**config.mk**
```make
export PLATFORM = sky130hd
export DESIGN_NAME = ddr_front
export DESIGN_NICKNAME = d
export VERILOG_FILES = /design/src/ddr_pkg.sv /design/src/ddr_front.sv
export SDC_FILE = /design/constraint.sdc
export NUM_CORES = 1
export LEC_CHECK = 0
export ABC_AREA = 1
export BUFFER_PORTS_ARGS = -buffer_cell sky130_fd_sc_hd__buf_2
export CAP_MARGIN = 20
export CORE_MARGIN = 1.5
export CORE_UTILIZATION = 37
export DETAILED_ROUTE_END_ITERATION = 10
export PLACE_DENSITY = 0.78
export SETUP_SLACK_MARGIN = 0.15
export SLEW_MARGIN = 20
export SYNTH_ARGS = -nofsm -noshare
export SYNTH_HDL_FRONTEND = slang
export SYNTH_SLANG_ARGS = --single-unit
```
**constraint.sdc**
```tcl
create_clock -name clk -period 1.65 [get_ports clk]
set_input_delay 0.33 -clock clk [delete_from_list [all_inputs] [get_ports clk]]
set_output_delay 0.33 -clock clk [all_outputs]
set_load 0.01 [all_outputs]
```
**src/ddr_pkg.sv**
```systemverilog
// Shared types, constants and the CORDIC arctangent table for dead reckoning.
`default_nettype none

package ddr_pkg;

	localparam logic [15:0] RADIUS_RESET = 16'd4494;
	localparam logic [15:0] STEP_RESET   = 16'd6554;

	localparam int ANGLE_BITS_DEFAULT = 16;
	localparam int FIFO_DEPTH_DEFAULT = 2;

	localparam int CORDIC_ITERS = 16;
	localparam logic signed [33:0] CORDIC_X0    = 34'sd652032874;
	localparam logic signed [31:0] QUARTER_TURN = 32'sd1073741824;

	// Register indexes on the configuration port.
	localparam logic REG_WHEEL_RADIUS = 1'b0;
	localparam logic REG_STEP_SIZE    = 1'b1;

	localparam logic [31:0] ATAN_TAB [CORDIC_ITERS] = '{
		32'd536870912, 32'd316933406, 32'd167458907, 32'd85004756,
		32'd42667331,  32'd21354465,  32'd10680862,  32'd5340245,
		32'd2670163,   32'd1335087,   32'd667544,    32'd333772,
		32'd166886,    32'd83443,     32'd41722,     32'd20861
	};

	typedef struct packed {
		logic signed [16:0] wheel_sum;
		logic [15:0]        heading;
		logic               clear_pos;
	} ddr_req_t;

endpackage

`default_nettype wire

```
**src/ddr_front.sv**
```systemverilog
// Front part: accepts ticks, tracks the run flag and forms the queued request.
`default_nettype none

module ddr_front (
	input  wire logic               clk,
	input  wire logic               arst_n,
	input  wire logic               in_valid,
	output logic                    in_stall,
	input  wire logic signed [15:0] left_wheel_rate,
	input  wire logic signed [15:0] right_wheel_rate,
	input  wire logic [15:0]        heading,
	input  wire logic               run_flag,
	input  wire logic               queue_full,
	output logic                    push,
	output ddr_pkg::ddr_req_t       req
);
	import ddr_pkg::*;

	logic running_q;

	assign in_stall = queue_full;
	assign push     = in_valid && !queue_full;

	always_comb begin
		req.wheel_sum = {left_wheel_rate[15], left_wheel_rate}
			+ {right_wheel_rate[15], right_wheel_rate};
		req.heading   = heading;
		// A rising run flag clears the position before this tick's step.
		req.clear_pos = run_flag && !running_q;
	end

	always_ff @(posedge clk or negedge arst_n) begin
		if (!arst_n) begin
			running_q <= 1'b0;
		end else if (push) begin
			running_q <= run_flag;
		end
	end

endmodule

`default_nettype wire

```
* After elaboration in Yosys (flattened, before gate mapping) *
Index checks and enable logic that the tools add are counted.

word-level totals
  register bits = 1
  logic and storage cells = 6

operators by class
  add/sub/neg operators = 1
  reduce and logical (&&, ||, !) cells = 4

operators by type and width
  cell               count
  $add 16x16->17     1
  $logic_and 1x1->1  2
  $logic_not 1->1    2

* Logic depth before layout (Yosys ltp) *
  word-level depth = 2
  mapped depth = 10

* Least setup slack after synthesis *
No wires, ideal clock.

  path type = input -> output
  start point = input left_wheel_rate[0]
  end point = output req[33] (netlist bit)
  data arrival time = 1470 ps
  buffers on the path = 0
  stages on the path = 10
  path slack = -150 ps
  path through = ha_1 -> fa_1 -> nand2_1 -> nand2_1 -> nand3_1 -> nand2_2 -> nand2_1 -> nand2_1 -> nand2_1 -> nand2_1

RTL lines
  what             RTL line         text
  start, declared  ddr_front.sv:9   input wire logic signed [15:0] left_wheel_rate,
  end, declared    ddr_front.sv:15  output ddr_pkg::ddr_req_t req

==> qor.yml <==
outcome:
  run_status: "finished with violations"
  violations: "negative setup slack"
timing:
  timing_max_transition_violations_final: 0
  timing.max_slew.rel_slack: 0.8166
  grt_setup_unrepaired: "true"
  clock-skew-final_ps: 0
  final_hold_fails: 0
  worst_pin_slew_ps: 275.2
  finalCriticalPeriod_ps: 1959
  setup_violations: 15
  fmaxAchievable_mhz: 510.5
  setup_slack_ps: -308.8
  min_period_over_period: 1.187
global_routing:
  first_global_vias: 1420
  grt_max_degree: 6
  grt_first_pass_wirelength_mm: 5.533
  grt_remaining_overflow: 0
  antenna_found_initial: 0
  globalRouteTotalUtil: 0.1912
final_layout:
  area_of_all_placed_cells_without_fillers_um2: 2003
  post_route_cells_drive_above_1_share: 0.5418
  antenna-diode-count: 0
  largest_register_ff_count: 1
  registers.top_by_ff_count: "running_q"
  largest_registers: "running_q (1)"
  finish.net_count: 347
  fin_util: 0.6561
  areaGrowthSynthToFinish_pct: 68.70
setup_path:
  cp-start-kind: "primary input"
  rr_worst_depth: 2
  critical_path.max_stage_delay_ps: 340
  worstPathMaxFanout: 3
  critical_path.cell_chain: "buf_6 -> ha_4 -> fa_2 -> nand2_2 -> nand2_2 -> nand3b_1 -> nand2_2 -> nand2_2 -> nand2_1 -> nand2_1 -> nand2_2 -> buf_6"
  cp.arrival_ps: 1630
  cp.required_ps: 1320
  critical_path.most_common_cell: "sky130_fd_sc_hd__nand2_2"
  crit_path_start: "right_wheel_rate[0]"
  r2r-start: "running_q"
  crit_path_top_delay_cell: "sky130_fd_sc_hd__fa_2"
  setup.worst_path.class: "in2out"
  endpoint_kind: "primary output"
floorplanning:
  die-area_um2: 3558
  floorplan.die.height_um: 59.65
  design.core.area_um2: 3053
  total_i_o_pin_count: 89
  dieWidth_um: 59.65
  floorplan.rows: 20
  starting_density_of_the_core: 0.3889
power:
  net-switching-power_uw: 424.4
  power.leakage_uw: 0.001108
  seq_power_share: 0.034
  power.share.switching: 0.4925
  intPower_uw: 437.3
  combinationalPowerShare: 0.966
  power_frac_clock: 0
  peak_supply_drop_uv: 219.2
  power_density_nw_per_um2: 430.2
logic_synthesis:
  yosys_warnings: 0
  cell_area_after_synthesis_um2: 1187
  post_synth_num_cell_types: 16
  syn_inst: 219
  synth_fp_nets: 289
  postSynthAreaPerCell_um2: 5.422
  synth_seq_area_share: 0.02107
  postSynthRegisterBits: 1
placement:
  place_congestion: 0.8001
  detailed_place_hpwl_mm: 2.503
  port-buffer-count: 56
  postPlaceCellArea_um2: 1668
routing:
  vias_per_cell: 4.542
  drc_errors_left: 0
  number_of_nets_with_antenna_violations_after_detailed_routing: 0
  routed-via-count: 1449
  wirelength_mm: 3.660
  drt_first_pass_iters: 4
  detailedRoute.firstIterationViolations: 24
  wire_length_per_cell_after_detailed_routing_um: 11.47
job:
  maxCapViolations: 0
cts:
  cts.clk_slew.worst_paths_ps: 0
  clk_latency_ps: 0
min_path:
  tightest_hold_check_type: "in2async"
area by class of cell:
| cell class | instances | area (um^2) |
|---|---|---|
| fillers | 264 | 1050 |
| inverters | 45 | 168.9 |
| multi-input cells | 156 | 1230 |
| flip-flops and latches | 1 | 25.02 |
| well taps | 44 | 55.05 |
| repair buffers | 73 | 524.3 |
cells in the final DEF (no fill, tap or decap):
cell,count
sky130_fd_sc_hd__nand3b_1,2
sky130_fd_sc_hd__dfrtp_1,1
sky130_fd_sc_hd__nand2_1,54
sky130_fd_sc_hd__ha_4,15
sky130_fd_sc_hd__buf_2,38
sky130_fd_sc_hd__nand3_1,8
sky130_fd_sc_hd__buf_6,19
sky130_fd_sc_hd__a21oi_1,6
sky130_fd_sc_hd__a21oi_4,1
sky130_fd_sc_hd__nand2_4,5
sky130_fd_sc_hd__xor2_2,3
sky130_fd_sc_hd__xnor2_2,1
sky130_fd_sc_hd__a21oi_2,2
sky130_fd_sc_hd__inv_1,40
sky130_fd_sc_hd__nand3_4,1
sky130_fd_sc_hd__or2_4,1
sky130_fd_sc_hd__xor2_1,2
sky130_fd_sc_hd__buf_4,16
sky130_fd_sc_hd__nand3_2,1
sky130_fd_sc_hd__fa_2,1
sky130_fd_sc_hd__nor3_2,4
sky130_fd_sc_hd__or2_1,1
sky130_fd_sc_hd__nand2_2,35
sky130_fd_sc_hd__inv_2,5
sky130_fd_sc_hd__ha_1,1
sky130_fd_sc_hd__nor2_1,10
sky130_fd_sc_hd__xnor2_1,1
sky130_fd_sc_hd__nor2_4,1
path summary, 6_finish.rpt:
path | endpoint | slack (ps)
setup reg to reg | running_q | 1020
setup / recovery | req[31] | -310
max in group asynchronous | running_q | 1460
hold reg to reg | running_q | 520
hold / removal | running_q | 110
min in group clk | running_q | 520
critical path, delay by kind of cell:
family                     cells  cell delay [ps]
buffers and inverters          2              210
and+or+nand+nor                8              580
adders and majority gates      2              490
per-stage QoR:
step,setup WS [ps],total power [uW],setup TNS (ps),hold WS [ps],std cells
2_1_floorplan,-53.79,487.4,-188.0,34.41,219
3_3_place_gp,-329.4,662.1,-2998,104.5,314
3_5_place_dp,-367.3,676.2,-3290,106.7,314
4_1_cts,-291.2,806.1,-2392,106.4,316
5_1_grt,-416.6,937.1,-3667,112.4,319
6_report,-308.8,861.7,-2742,105.4,319
per-layer routing:
layer	GRT usage	share of wire
met1	0.2144	0.40
met4	0.02857	0.013
met2	0.3882	0.55
met3	0.01515	0.037
met5	0	0
power by group through the flow:
stage | Combinational [uW] | Clock (uW) | Sequential (uW)
3_5_place_dp | 647 | 0 | 29.6
2_1_floorplan | 458 | 0 | 29.3
3_3_place_gp | 633 | 0 | 29.4
6_report | 832 | 0 | 29.7
4_1_cts | 777 | 0 | 29.6
5_1_grt | 907 | 0 | 29.8
kinds of logic after synthesis:
kind of cell | Yosys count | synth area share
AO/OA/AOI/OAI | 9 | 0.03793
buffers and inverters | 62 | 0.2497
XOR/XNOR | 7 | 0.05163
AND/OR/NAND/NOR | 123 | 0.4542
flip-flops | 1 | 0.02107
adder cells (fa/ha/maj) | 17 | 0.1855
repair_timing:
action,4_1_cts,5_1_grt
setup endpoints to repair,16,16
resized for setup,47,14
hold buffers,0,0
buffers inserted,2,3
pin swaps,30,11
synthesized netlist by cell type:
cell	instances	area (um^2)
sky130_fd_sc_hd__xnor2_1	2	17.52
sky130_fd_sc_hd__nand2_1	83	311.6
sky130_fd_sc_hd__nand2_2	11	68.82
sky130_fd_sc_hd__nand3_1	10	50.05
sky130_fd_sc_hd__or2_1	2	12.51
sky130_fd_sc_hd__nor2_1	11	41.29
sky130_fd_sc_hd__nand3b_1	2	15.01
sky130_fd_sc_hd__inv_2	4	15.01
sky130_fd_sc_hd__dfrtp_1	1	25.02
sky130_fd_sc_hd__inv_1	41	153.9
sky130_fd_sc_hd__a21oi_1	9	45.04
sky130_fd_sc_hd__buf_4	17	127.6
sky130_fd_sc_hd__fa_1	1	20.02
sky130_fd_sc_hd__xor2_1	5	43.79
sky130_fd_sc_hd__ha_1	16	200.2
sky130_fd_sc_hd__nor3_2	4	40.04
Note: power is estimated with default switching activity, not from simulation.
