<file path="src/ddr_fifo.sv">
// Small flip-flop request queue between the front and back parts.
`default_nettype none

module ddr_fifo #(
	parameter int WIDTH = 34,
	parameter int DEPTH = 2
) (
	input  wire logic             clk,
	input  wire logic             arst_n,
	input  wire logic             push,
	input  wire logic [WIDTH-1:0] push_data,
	input  wire logic             pop,
	output logic      [WIDTH-1:0] pop_data,
	output logic                  full,
	output logic                  empty
);
	localparam int PW = (DEPTH > 1) ? $clog2(DEPTH) : 1;
	localparam int CW = $clog2(DEPTH + 1);

	logic [WIDTH-1:0] entry_q [DEPTH];
	logic [PW-1:0]    wr_ptr_q;
	logic [PW-1:0]    rd_ptr_q;
	logic [CW-1:0]    count_q;

	assign full     = (count_q == CW'(DEPTH));
	assign empty    = (count_q == '0);
	assign pop_data = entry_q[rd_ptr_q];

	always_ff @(posedge clk) begin
		if (push) begin
			entry_q[wr_ptr_q] <= push_data;
		end
	end

	always_ff @(posedge clk or negedge arst_n) begin
		if (!arst_n) begin
			wr_ptr_q <= '0;
			rd_ptr_q <= '0;
			count_q  <= '0;
		end else begin
			if (push) begin
				wr_ptr_q <= (wr_ptr_q == PW'(DEPTH - 1)) ? '0 : wr_ptr_q + 1'b1;
			end
			if (pop) begin
				rd_ptr_q <= (rd_ptr_q == PW'(DEPTH - 1)) ? '0 : rd_ptr_q + 1'b1;
			end
			if (push && !pop) begin
				count_q <= count_q + 1'b1;
			end else if (pop && !push) begin
				count_q <= count_q - 1'b1;
			end
		end
	end

	a_count_bound: assert property (@(posedge clk) disable iff (!arst_n)
		count_q <= CW'(DEPTH)) else $error("queue count beyond depth");
	a_no_overflow: assert property (@(posedge clk) disable iff (!arst_n)
		push |-> (!full || pop)) else $error("request pushed into full queue");
	a_no_underflow: assert property (@(posedge clk) disable iff (!arst_n)
		pop |-> !empty) else $error("request popped from empty queue");

endmodule

`default_nettype wire

</file>
<file path="config.mk">
export PLATFORM = sky130hd
export DESIGN_NAME = ddr_fifo
export DESIGN_NICKNAME = d
export VERILOG_FILES = /design/src/ddr_fifo.sv
export SDC_FILE = /design/constraint.sdc
export NUM_CORES = 1
export LEC_CHECK = 0
export BUFFER_PORTS_ARGS = -buffer_cell sky130_fd_sc_hd__buf_4
export CAP_MARGIN = 40
export CORE_MARGIN = 1.5
export CORE_UTILIZATION = 47
export CTS_CLUSTER_SIZE = 14
export DETAILED_ROUTE_END_ITERATION = 8
export PLACE_DENSITY = 0.75
export SLEW_MARGIN = 20
export SYNTH_ARGS = -nofsm -noshare
export SYNTH_HDL_FRONTEND = slang
export SYNTH_SLANG_ARGS = --single-unit
</file>
<file path="constraint.sdc">
create_clock -name clk -period 2.4 [get_ports clk]
set_clock_uncertainty 0.2 [all_clocks]
set_input_delay 0.12 -clock clk [delete_from_list [all_inputs] [get_ports clk]]
set_output_delay 0.12 -clock clk [all_outputs]
set_load 0.005 [all_outputs]
</file>
# Word-level counts from Yosys, hierarchy flattened
# Memories as Yosys holds them, arrays and structs flattened.
# Index checks and enable logic that the tools add are counted.
# totals
reg_bits	4
latchBits	0
mem_bits_rw	68
rom_bits	0
input_bits	38
output_inout_bits	36
elab_cells	21
memories	1
# mem_list
name	depth	width	read_ports	rd_ports_with_merged_regs	wr	line_no	text
entry_q	2	34	1	0	1	20	logic [WIDTH-1:0] entry_q [DEPTH];
# op_classes
n_addsub	4
mul	0
div	0
order_cmp	0
eq_ne	1
shift	0
mux	6
n_bitwise	0
reduce_logical	6
# op_table
cell	n
$mux 1	4
$mux 2	2
$add 1x1->1 const B	2
$add 2x1->2 const B	1
$eq 2x2->1 const B	1
$logic_and 1x1->1	2
$logic_not 1->1	2
$logic_not 2->1	1
$reduce_bool 2->1	1
$sub 2x1->2 const B	1

# Logic depth before layout (Yosys ltp)
# Gate-level depths: netlist (run 1).
# logic_depth
word_depth	4
mapped_depth	5

# Least setup slack after synthesis (run 1)
# OpenSTA, ideal clock, no wires.
# synth_timing
path_type	register -> register
start	register wr_ptr_q
end	memory entry_q[0][0] (enable)
setup_time_ps	429
arrival_ps	1930
path_slack_ps	-159
path_stages_with_launch	2
path_buffers	0
cell_sequence	dfrtp_1 > nor2b_1
# synth_lines
item	line_no	text
from (decl)	21	logic [PW-1:0] wr_ptr_q;
from (signal assigned)	42	wr_ptr_q <= (wr_ptr_q == PW'(DEPTH - 1)) ? '0 : wr_ptr_q + 1'b1;
to (decl)	20	
# Straight into the memory's write port.

# Final worst setup path (run 1)
# layout_timing
start	register rd_ptr_q
end	output pop_data[16]
# layout_via
elab_chain_cells	1
# layout_rtl
item	line_no	text
from (decl)	22	logic [PW-1:0] rd_ptr_q;
from (signal assigned)	45	rd_ptr_q <= (rd_ptr_q == PW'(DEPTH - 1)) ? '0 : rd_ptr_q + 1'b1;
$mem_v2 2x34	n/a	
to (decl)	13	output logic [WIDTH-1:0] pop_data,
# No other way between the ends.

==> impl_metrics.tcl, run 1 <==
set metrics [dict create \
    outcome "finished, final reports clean" \
    gp_congestion 0.7384 \
    synth_top_area_cell "edfxtp_1" \
    n_antenna_cell 0 \
    finalWirelength_um 4890 \
    cp_num_buf_inv 2 \
    synth.area.top_cells "edfxtp_1, mux2_4, dfrtp_1, buf_12, mux2_2" \
    leakage_nw 1.611 \
    hold_ws_ns 0.3001 \
    worstPathArrival_ns 1.72 \
    crit_required_ns 2.08 \
    startpoint_type "register" \
    dieWidth_um 80.07 \
    max-cap-violations 0 \
    critical-path-top-delay-family "flip-flops" \
    grt_antenna_before_repair 0 \
    period_minus_slack_ns 2.039 \
    yosysWarnings 0 \
    ys.flop_type "edfxtp_1" \
    finalHoldViolCount 0 \
    grt_usage_pct 16.52 \
    nets 285 \
    grt_max_degree 19 \
    rsz0062_at_grt "no" \
    yosysUniqueCellTypes 13 \
    root_buffer "clkbuf_8" \
    area_growth_pct 41.86 \
    path_class "reg2out" \
    end_kind "primary output" \
    drt-vias-per-instance 4.641 \
    drv_slew 0 \
    cpMaxStageDelayCell "dfrtp_2" \
    ys_seq_elements 72 \
    cpPeakStageDelay_ns 0.64 \
    avgSynthCellArea_sq_um 22.88 \
    clk_path_buf_depth 2 \
    cpMostUsedCell "buf_4" \
    seq_area_frac_synth_pct 76.74 \
    drc 0 \
    synth_top_area_share_pct 73.15 \
    rows 27 \
    syn_area_sq_um 2791 \
    synth_most_common_cell "edfxtp_1" \
    drtIter0Drc 55 \
    routedWlPerCell_um 15.14 \
    setup-tns-final_ns 0 \
    finalSetupViolations 0 \
    vdd.ir_drop.worst_v 0.0006122 \
    async_flop_share_pct 5.556 \
    power_density_nw_per_um2 988.6 \
    path_max_fanout 15 \
    netlist_top_cells_count "edfxtp_1, mux2_4, mux2_2" \
    die_h_um 80.07 \
    postSynthCellCount 122 \
    io_buffer_count 73 \
    syn-num-nets 161 \
    numCtsBuffers 9 \
    crit_chain "buf_4, mux2_4, buf_4" \
    die_area_sq_um 6410 \
    worst_pin_slew_ns 0.5869 \
    vias 1499 \
    cts_tree "done" \
    fmax_mhz 490.4 \
    synth-edff-count 68 \
    start_util_pct 49.78 \
    first_global_vias 1626 \
    grt-ovfl-total 0 \
    io_pins 74 \
    ant_nets 0 \
    hold_path.class "reg2reg" \
    htreeDepth 3 \
    drive_above_1_share_pct 50.20 \
    postCtsResizedCells 0 \
    dp_hpwl_um 3182 \
    finalCritPeriodShare_pct 84.97 \
    clk_pin_slew_worst_paths_ns 0.07 \
    clk_latency_ns 0.33 \
    first_pass_iters 4 \
    maxSlewHeadroom_pct 60.79 \
    cts.sinks 72 \
    grt_pass1_wl_um 7631 \
    core-area_sq_um 5608 \
]
==> per-stage QoR <==
step / power [mW] / std cells / cell area [sq um] / setup WS, ns / util [%]
2_1_floorplan: 2.631 / 122 / 2794 / 0.4848 / -
3_3_place_gp: 3.102 / 269 / 3425 / 0.7273 / 61.07
3_5_place_dp: 3.140 / 269 / 3425 / 0.7005 / 61.07
4_1_cts: 3.946 / 323 / 3960 / 0.3430 / 70.62
5_1_grt: 4.105 / 323 / 3960 / 0.2694 / 70.62
6_report: 3.915 / 323 / 3960 / 0.3607 / 70.62
==> per-layer routing <==
metal	up-vias	routed length, um	global-route usage (%)
li1	720	-	-
met1	720	1980	18.22
met2	51	2588	29.24
met3	8	261	6.250
met4	0	61	5.345
met5	-	0	0
==> cell families (layout without fill, tap and decap cells) <==
logic type,count (synthesis),in the layout,share of synthesized area [%]
buffers and inverters,5,134,2.689
XOR/XNOR,5,5,1.569
AND/OR/NAND/NOR,5,5,0.9415
multiplexers,34,34,17.62
adder cells (fa/ha/maj),1,1,0.4482
flip-flops,72,72,76.74
==> path summary, 6_finish.rpt <==
kind                            cells past startpoint  slack, ns             to       start
min in group asynchronous                           3       0.51       wr_ptr_q      arst_n
worst max-delay path                                3       0.36   pop_data[16]    rd_ptr_q
max in group asynchronous                           3       1.27       rd_ptr_q      arst_n
worst max register to register                      2       0.72  entry_q[0][1]    wr_ptr_q
worst min-delay path                                1       0.30     count_q[1]  count_q[1]
worst min register to register                      1       0.30     count_q[1]  count_q[1]
==> cell usage in the layout, fill, tap and decap left out <==
cell type	n
dlygate4sd3_1	38
xnor2_1	1
nor2_1	2
mux2_2	5
clkbuf_1	2
dfrtp_1	3
and2_1	1
clkinv_2	1
nor2b_4	1
nor2b_1	1
clkinvlp_4	1
mux2_4	29
clkbuf_8	9
edfxtp_1	68
ha_1	1
clkinv_1	3
xor2_1	4
buf_4	78
buf_12	1
inv_1	1
dfrtp_2	1
==> cell type report <==
cell class	instances	area, sq um
Timing Repair Buffer	117	985.9
Inverter	1	3.754
Multi-Input combinational cell	45	581.8
Tap cell	72	90.09
Clock buffer	11	131.4
Sequential cell	72	2143
Fill cell	395	1648
Clock inverter	5	23.77
==> state kept, by name (all words and copies together), names as in the netlist <==
register and count:
count_q 2, rd_ptr_q 1, entry_q 68, wr_ptr_q 1
==> power breakdown <==
group	internal [mW]	total [mW]	leakage [nW]	switching [mW]
clock	0.363	0.762	0.0758	0.399
combinational	0.852	1.33	0.851	0.483
sequential	1.67	1.82	0.684	0.144
==> repair_timing <==
action,in CTS,in global routing
hold endpoints to repair,75,0
hold buffers,38,0
setup buffers,0,0
==> worst reg2reg max path, delay by kind of cell (launching register included) <==
family / cells / cell delay, ns
and+or+nand+nor: 1 / 0.51
DFF: 1 / 0.43
buffers and inverters: 1 / 0.24
(Power assumes the default switching activity.)
==> inputs of run 2 (changes only) <==
--- a/config.mk
+++ b/config.mk
@@ -5,6 +5,7 @@
 export SDC_FILE = /design/constraint.sdc
 export NUM_CORES = 1
 export LEC_CHECK = 0
+export ABC_AREA = 1
 export BUFFER_PORTS_ARGS = -buffer_cell sky130_fd_sc_hd__buf_4
 export CAP_MARGIN = 40
 export CORE_MARGIN = 1.5
==> constraint.sdc (replaced) <==
create_clock -name clk -period 1.76 [get_ports clk]
set_clock_uncertainty 0.2 [all_clocks]
set_input_delay 0.088 -clock clk [delete_from_list [all_inputs] [get_ports clk]]
set_output_delay 0.088 -clock clk [all_outputs]
set_load 0.005 [all_outputs]
==> run 2 against run 1 <==
  * Synthesized area grew 0.72%
  * Combinational power grew 62%
  * Clock-buffer cell count shrank 1
  * Global-route usage grew 1.8 points
  * Wire length grew 9.8%
  * Die area grew 0.69%
  * Cell area grew 4.6%
  * Sequential cell count is the same
  * Power grew 52%
  * Critical path depth is the same
  * Register-to-register slack lost 0.54 ns
  * Clock power grew 81%
==> impl_metrics.tcl, run 2 <==
set metrics [dict create \
    avgSynthCellArea_sq_um 21.46 \
    drv_slew 0 \
    hold_start "push_data[32]" \
    cpPeakStageDelay_ns 0.42 \
    synth_most_common_cell "edfxtp_1" \
    synth.area.top_cells "edfxtp_1, mux2_4, dfrtp_1, buf_12, mux2_2" \
    drc 0 \
    grt_pass1_wl_um 8342 \
    outcome "finished, final reports clean" \
    end_kind "primary output" \
    reg2reg_setup_slack_ns 0.18 \
    drive_above_1_share_pct 49.62 \
    cts_tree "done" \
    final_util_pct 73.45 \
    yosysUniqueCellTypes 14 \
    drt-vias-per-instance 4.729 \
    first_pass_iters 4 \
    largest-register "entry_q" \
    die_h_um 80.34 \
    vdd.ir_drop.worst_v 0.0008773 \
    area_growth_pct 47.40 \
    syn_area_sq_um 2811 \
    max-cap-violations 0 \
    period_minus_slack_ns 1.709 \
    die_area_sq_um 6455 \
    ys.flop_type "edfxtp_1" \
    ant_nets 0 \
    reg_top3 "entry_q: 68 flops, count_q: 2 flops" \
    syn-num-nets 170 \
    routedWlPerCell_um 16.17 \
    final_area_sq_um 4144 \
    async_flop_share_pct 5.556 \
    worstPathArrival_ns 1.42 \
    io_pins 74 \
    whs_endpoint "entry_q[0][32]" \
    placed_area_sq_um 3470 \
    synth_top_area_share_pct 72.63 \
    largest_register_ffs 68 \
    crit_chain "buf_12, mux2_4, buf_6" \
    fmax_mhz 585.1 \
    clk_latency_ns 0.33 \
    maxSlewHeadroom_pct 77.20 \
    io_buffer_count 73 \
    clk_path_buf_depth 2 \
    drtIter0Drc 79 \
    worst_pin_slew_ns 0.3416 \
    finalHoldViolCount 0 \
    path_class "reg2out" \
    vias 1570 \
    root_buffer "clkbuf_8" \
    rsz0062_at_grt "yes" \
    dp_hpwl_um 3292 \
    finalSetupViolations 0 \
    dieWidth_um 80.34 \
    finalWirelength_um 5370 \
    postSynthCellCount 131 \
    core-area_sq_um 5642 \
    clk_pin_slew_worst_paths_ns 0.08 \
    htreeDepth 3 \
    grt_usage_pct 18.29 \
    start_util_pct 49.83 \
    reg2reg_depth 3 \
    hold_path_depth 2 \
    hold_ws_ns 0.2790 \
    synth-edff-count 68 \
    cts.sinks 72 \
    gp_congestion 0.6638 \
    synth_top_area_cell "edfxtp_1" \
    path_max_fanout 21 \
    finalCritPeriodShare_pct 97.10 \
    crit_required_ns 1.47 \
    hold_path.class "in2reg" \
    seq_area_frac_synth_pct 76.19 \
    n_antenna_cell 0 \
    startpoint_type "register" \
    numCtsBuffers 9 \
    use_met3_pct 6.364 \
    grt_antenna_before_repair 0 \
    nets 294 \
    grt_max_degree 23 \
    met2_usage_pct 32.69 \
    grt-ovfl-total 0 \
    multi_input_area_sq_um 590.6 \
    first_global_vias 1712 \
    top_usage_layer "met2" \
    final_common_cell "edfxtp_1" \
    use_met1_pct 20.43 \
    ff_latch_area_sq_um 2143 \
    p_total_mw 5.957 \
    netlist_top_cells_count "edfxtp_1, mux2_4, inv_1" \
    yosysWarnings 0 \
    power_density_nw_per_um2 1438 \
    fill_cells 324 \
    leakage_nw 1.710 \
    final_cell_mix "edfxtp_1, buf_4, dlygate4sd3_1, mux2_4, buf_6" \
    rows 27 \
    ys_seq_elements 72 \
    reg2reg_to "entry_q[1][17]" \
    reg2reg_from "wr_ptr_q" \
    cpMaxStageDelayCell "dfrtp_2" \
]
## run 2: cell types whose count changed after synthesis
cell,before,now
nand2_1,0,5
xor2_1,4,2
nand4_1,0,1
and2_1,1,0
nand3_1,0,1
nor2b_1,2,0
nor2_1,2,3
inv_1,1,7
## run 2: worst max path at each step
stage | startpoint | to | slack, ns
after floorplan | wr_ptr_q | entry_q[1][0] | 0.04
after global placement | wr_ptr_q | entry_q[1][31] | 0.33
after detailed placement | wr_ptr_q | entry_q[1][28] | 0.25
after CTS | rd_ptr_q | pop_data[10] | 0.02
after global routing | rd_ptr_q | pop_data[10] | -0.01
final | rd_ptr_q | pop_data[29] | 0.05
## run 2: power breakdown
part           switching, mW  total, mW  leakage (nW)  internal (mW)
clock network          0.589       1.38        0.0999          0.791
registers              0.141       2.42         0.684           2.28
logic                  0.816       2.15         0.926           1.34
## run 2: logic make-up after synthesis
group / share of synthesized area [%]
xor+xnor: 0.9348
mux: 17.49
simple gates: 1.469
fa+ha+maj: 0.4450
buf+inv: 3.472
flops: 76.19
## run 2: area by class of cell
class | instances | area share (%)
sequential | 72 | 51.72
timing repair buffer | 117 | 26.12
multi-input combinational | 48 | 14.25
clock buffer | 10 | 3.080
tap | 72 | 2.174
clock inverter | 6 | 2.023
inverter | 7 | 0.6341
## run 2: critical path, delay by kind of cell, from the launching register on
family   cells  cell delay, ns
buf+inv      2            0.33
flops        1            0.42
mux          1            0.33
## run 2: what timing repair did
item                                    4_1_cts  5_1_grt
endpoints found under the setup margin        1       21
pin swaps                                     0        0
hold buffers                                 38        0
endpoints found under the hold margin        75        0
setup buffers                                 0        0
gates resized for setup                       1       21
## run 2: layer usage
layer,vias up,wire length [um]
met4,0,14
met1,775,2101
met2,53,2963
li1,740,-
met3,2,290
met5,-,0
## run 2: per-stage QoR
stage / cells / setup TNS (ns) / worst slack (ns)
2_1_floorplan: 131 / 0 / 0.03600
3_5_place_dp: 278 / 0 / 0.2517
5_1_grt: 332 / -0.04217 / -0.01369
6_report: 332 / 0 / 0.05100
3_3_place_gp: 278 / 0 / 0.3276
4_1_cts: 332 / 0 / 0.02165
==> inputs of run 3 (changes only) <==
--- a/config.mk
+++ b/config.mk
@@ -12,7 +12,7 @@
 export CORE_UTILIZATION = 47
 export CTS_CLUSTER_SIZE = 14
 export DETAILED_ROUTE_END_ITERATION = 8
-export PLACE_DENSITY = 0.75
+export PLACE_DENSITY_LB_ADDON = 0.2
 export SLEW_MARGIN = 20
 export SYNTH_ARGS = -nofsm -noshare
 export SYNTH_HDL_FRONTEND = slang
==> run 3 against run 2 <==
  * Hold slack hardly changed
  * Die area stayed put
  * Critical endpoint is now pop_data[31]
  * Sequential share of layout area is 1.5 points higher
  * Clock power is 14% lower
  * Cell area is 2.7% lower
  * Cell count is 0.60% lower
  * Critical path type unchanged
  * Register-to-register slack better by 0.26 ns
  * Highest routed layer unchanged
==> impl_metrics.tcl, run 3 (synthesis gave the netlist of run 2 again) <==
set metrics [dict create \
    outcome "finished, final reports clean" \
    path_max_fanout 21 \
    power_density_nw_per_um2 1381 \
    worstPathArrival_ns 1.41 \
    drc 0 \
    first_pass_iters 5 \
    n_antenna_cell 0 \
    gp_congestion 0.6112 \
    grt_usage_pct 16.43 \
    p_total_mw 5.566 \
    die_h_um 80.34 \
    core-area_sq_um 5642 \
    root_buffer "clkbuf_8" \
    dp_hpwl_um 2980 \
    maxSlewHeadroom_pct 85.70 \
    setup-tns-final_ns 0 \
    largest_register_ffs 68 \
    final_cell_mix "buf_4, edfxtp_1, dlygate4sd3_1, mux2_4, clkbuf_8" \
    startpoint_type "register" \
    grt_antenna_before_repair 0 \
    grt_max_degree 35 \
    dp_slack_ns 0.3875 \
    grt-ovfl-total 0 \
    final_util_pct 71.43 \
    max-cap-violations 0 \
    cts.sinks 72 \
    postCtsSetupBuffers 0 \
    hold_path_depth 2 \
    ant_nets 0 \
    htreeDepth 3 \
    numCtsBuffers 9 \
    period_minus_slack_ns 1.697 \
    dieWidth_um 80.34 \
    grt_pass1_wl_um 7514 \
    drive_above_1_share_pct 48.45 \
    start_util_pct 49.83 \
    reg_top3 "entry_q: 68 flops, count_q: 2 flops" \
    drtIter0Drc 70 \
    end_kind "primary output" \
    finalWirelength_um 4983 \
    die_area_sq_um 6455 \
    cts_tree "done" \
    hold_path.class "in2reg" \
    clk_latency_ns 0.33 \
    rsz0062_at_grt "no" \
    finalSetupViolations 0 \
    rows 27 \
    worst_pin_slew_ns 0.2138 \
    routedWlPerCell_um 15.10 \
    drt-vias-per-instance 4.661 \
    io_buffer_count 73 \
    crit_required_ns 1.47 \
    nets 292 \
    clk_pin_slew_worst_paths_ns 0.07 \
    setup_ws_ns 0.06285 \
    final_common_cell "buf_4" \
    fmax_mhz 589.2 \
    clk_path_buf_depth 2 \
    finalHoldViolCount 0 \
    vdd.ir_drop.worst_v 0.0007822 \
    reg2reg_depth 3 \
    io_pins 74 \
    finalCritPeriodShare_pct 96.43 \
    area_growth_pct 43.35 \
    leakage_nw 1.663 \
    path_class "reg2out" \
    vias 1538 \
    first_global_vias 1599 \
    largest-register "entry_q" \
    drv_slew 0 \
]
[run 3: cell types whose count changed in the layout (fill, tap and decap cells not counted), sizes merged]
cell / previous run / this run
clkinv: 2 / 4
clkinvlp: 2 / 0
buf: 79 / 77
bufinv: 2 / 1
clkbuf: 10 / 11
[run 3: per-stage QoR]
stage,hold WS [ns],std cells,instance area [sq um]
global placement,-0.3124,276,3467
detailed placement,-0.3103,276,3467
finish,0.2795,330,4030
floorplan,-0.4076,131,2819
global route,0.2663,330,4030
CTS,0.2648,330,4026
[run 3: critical path: stages (launching register included)]
cell     delay (ns)
dfrtp_2        0.41
buf_12         0.21
mux2_4         0.32
buf_4          0.14
[run 3: final cells by class]
cell class,count,area (sq um)
Sequential cell,72,2143
Multi-Input combinational cell,48,583.1
Timing Repair Buffer,115,1008
Tap cell,72,90.09
Clock buffer,11,131.4
Fill cell,383,1612
Inverter,7,26.28
Clock inverter,5,47.55
[run 3: report_power, final]
group	total, mW	internal [mW]	switching (mW)
logic	1.96	1.22	0.741
registers	2.42	2.28	0.136
clock network	1.19	0.641	0.546
total	5.57	4.14	1.42
[run 3: repair_timing]
| item | in CTS | in global routing |
|---|---|---|
| gates resized for setup | 0 | 1 |
| setup endpoints to repair | 0 | 1 |
| hold endpoints to repair | 75 | 0 |
| hold buffers | 38 | 0 |
[run 3: path summary, 6_finish.rpt]
kind                               start             end  slack (ns)
min in group asynchronous         arst_n      count_q[0]        0.47
min reg2reg                   count_q[1]      count_q[1]        0.32
max reg2reg                     wr_ptr_q  entry_q[1][20]        0.44
max                             rd_ptr_q    pop_data[31]        0.06
min                        push_data[30]  entry_q[0][30]        0.28
max in group asynchronous         arst_n        rd_ptr_q        0.69
[run 3: routing by layer]
layer	track usage (%)	share of wire (%)	up-vias	routed length (um)
li1	-	-	740	-
met4	7.414	2.0	0	102
met1	17.71	37	729	1839
met2	28.91	55	60	2741
met5	0	0	-	0
met3	5.682	6.0	9	300
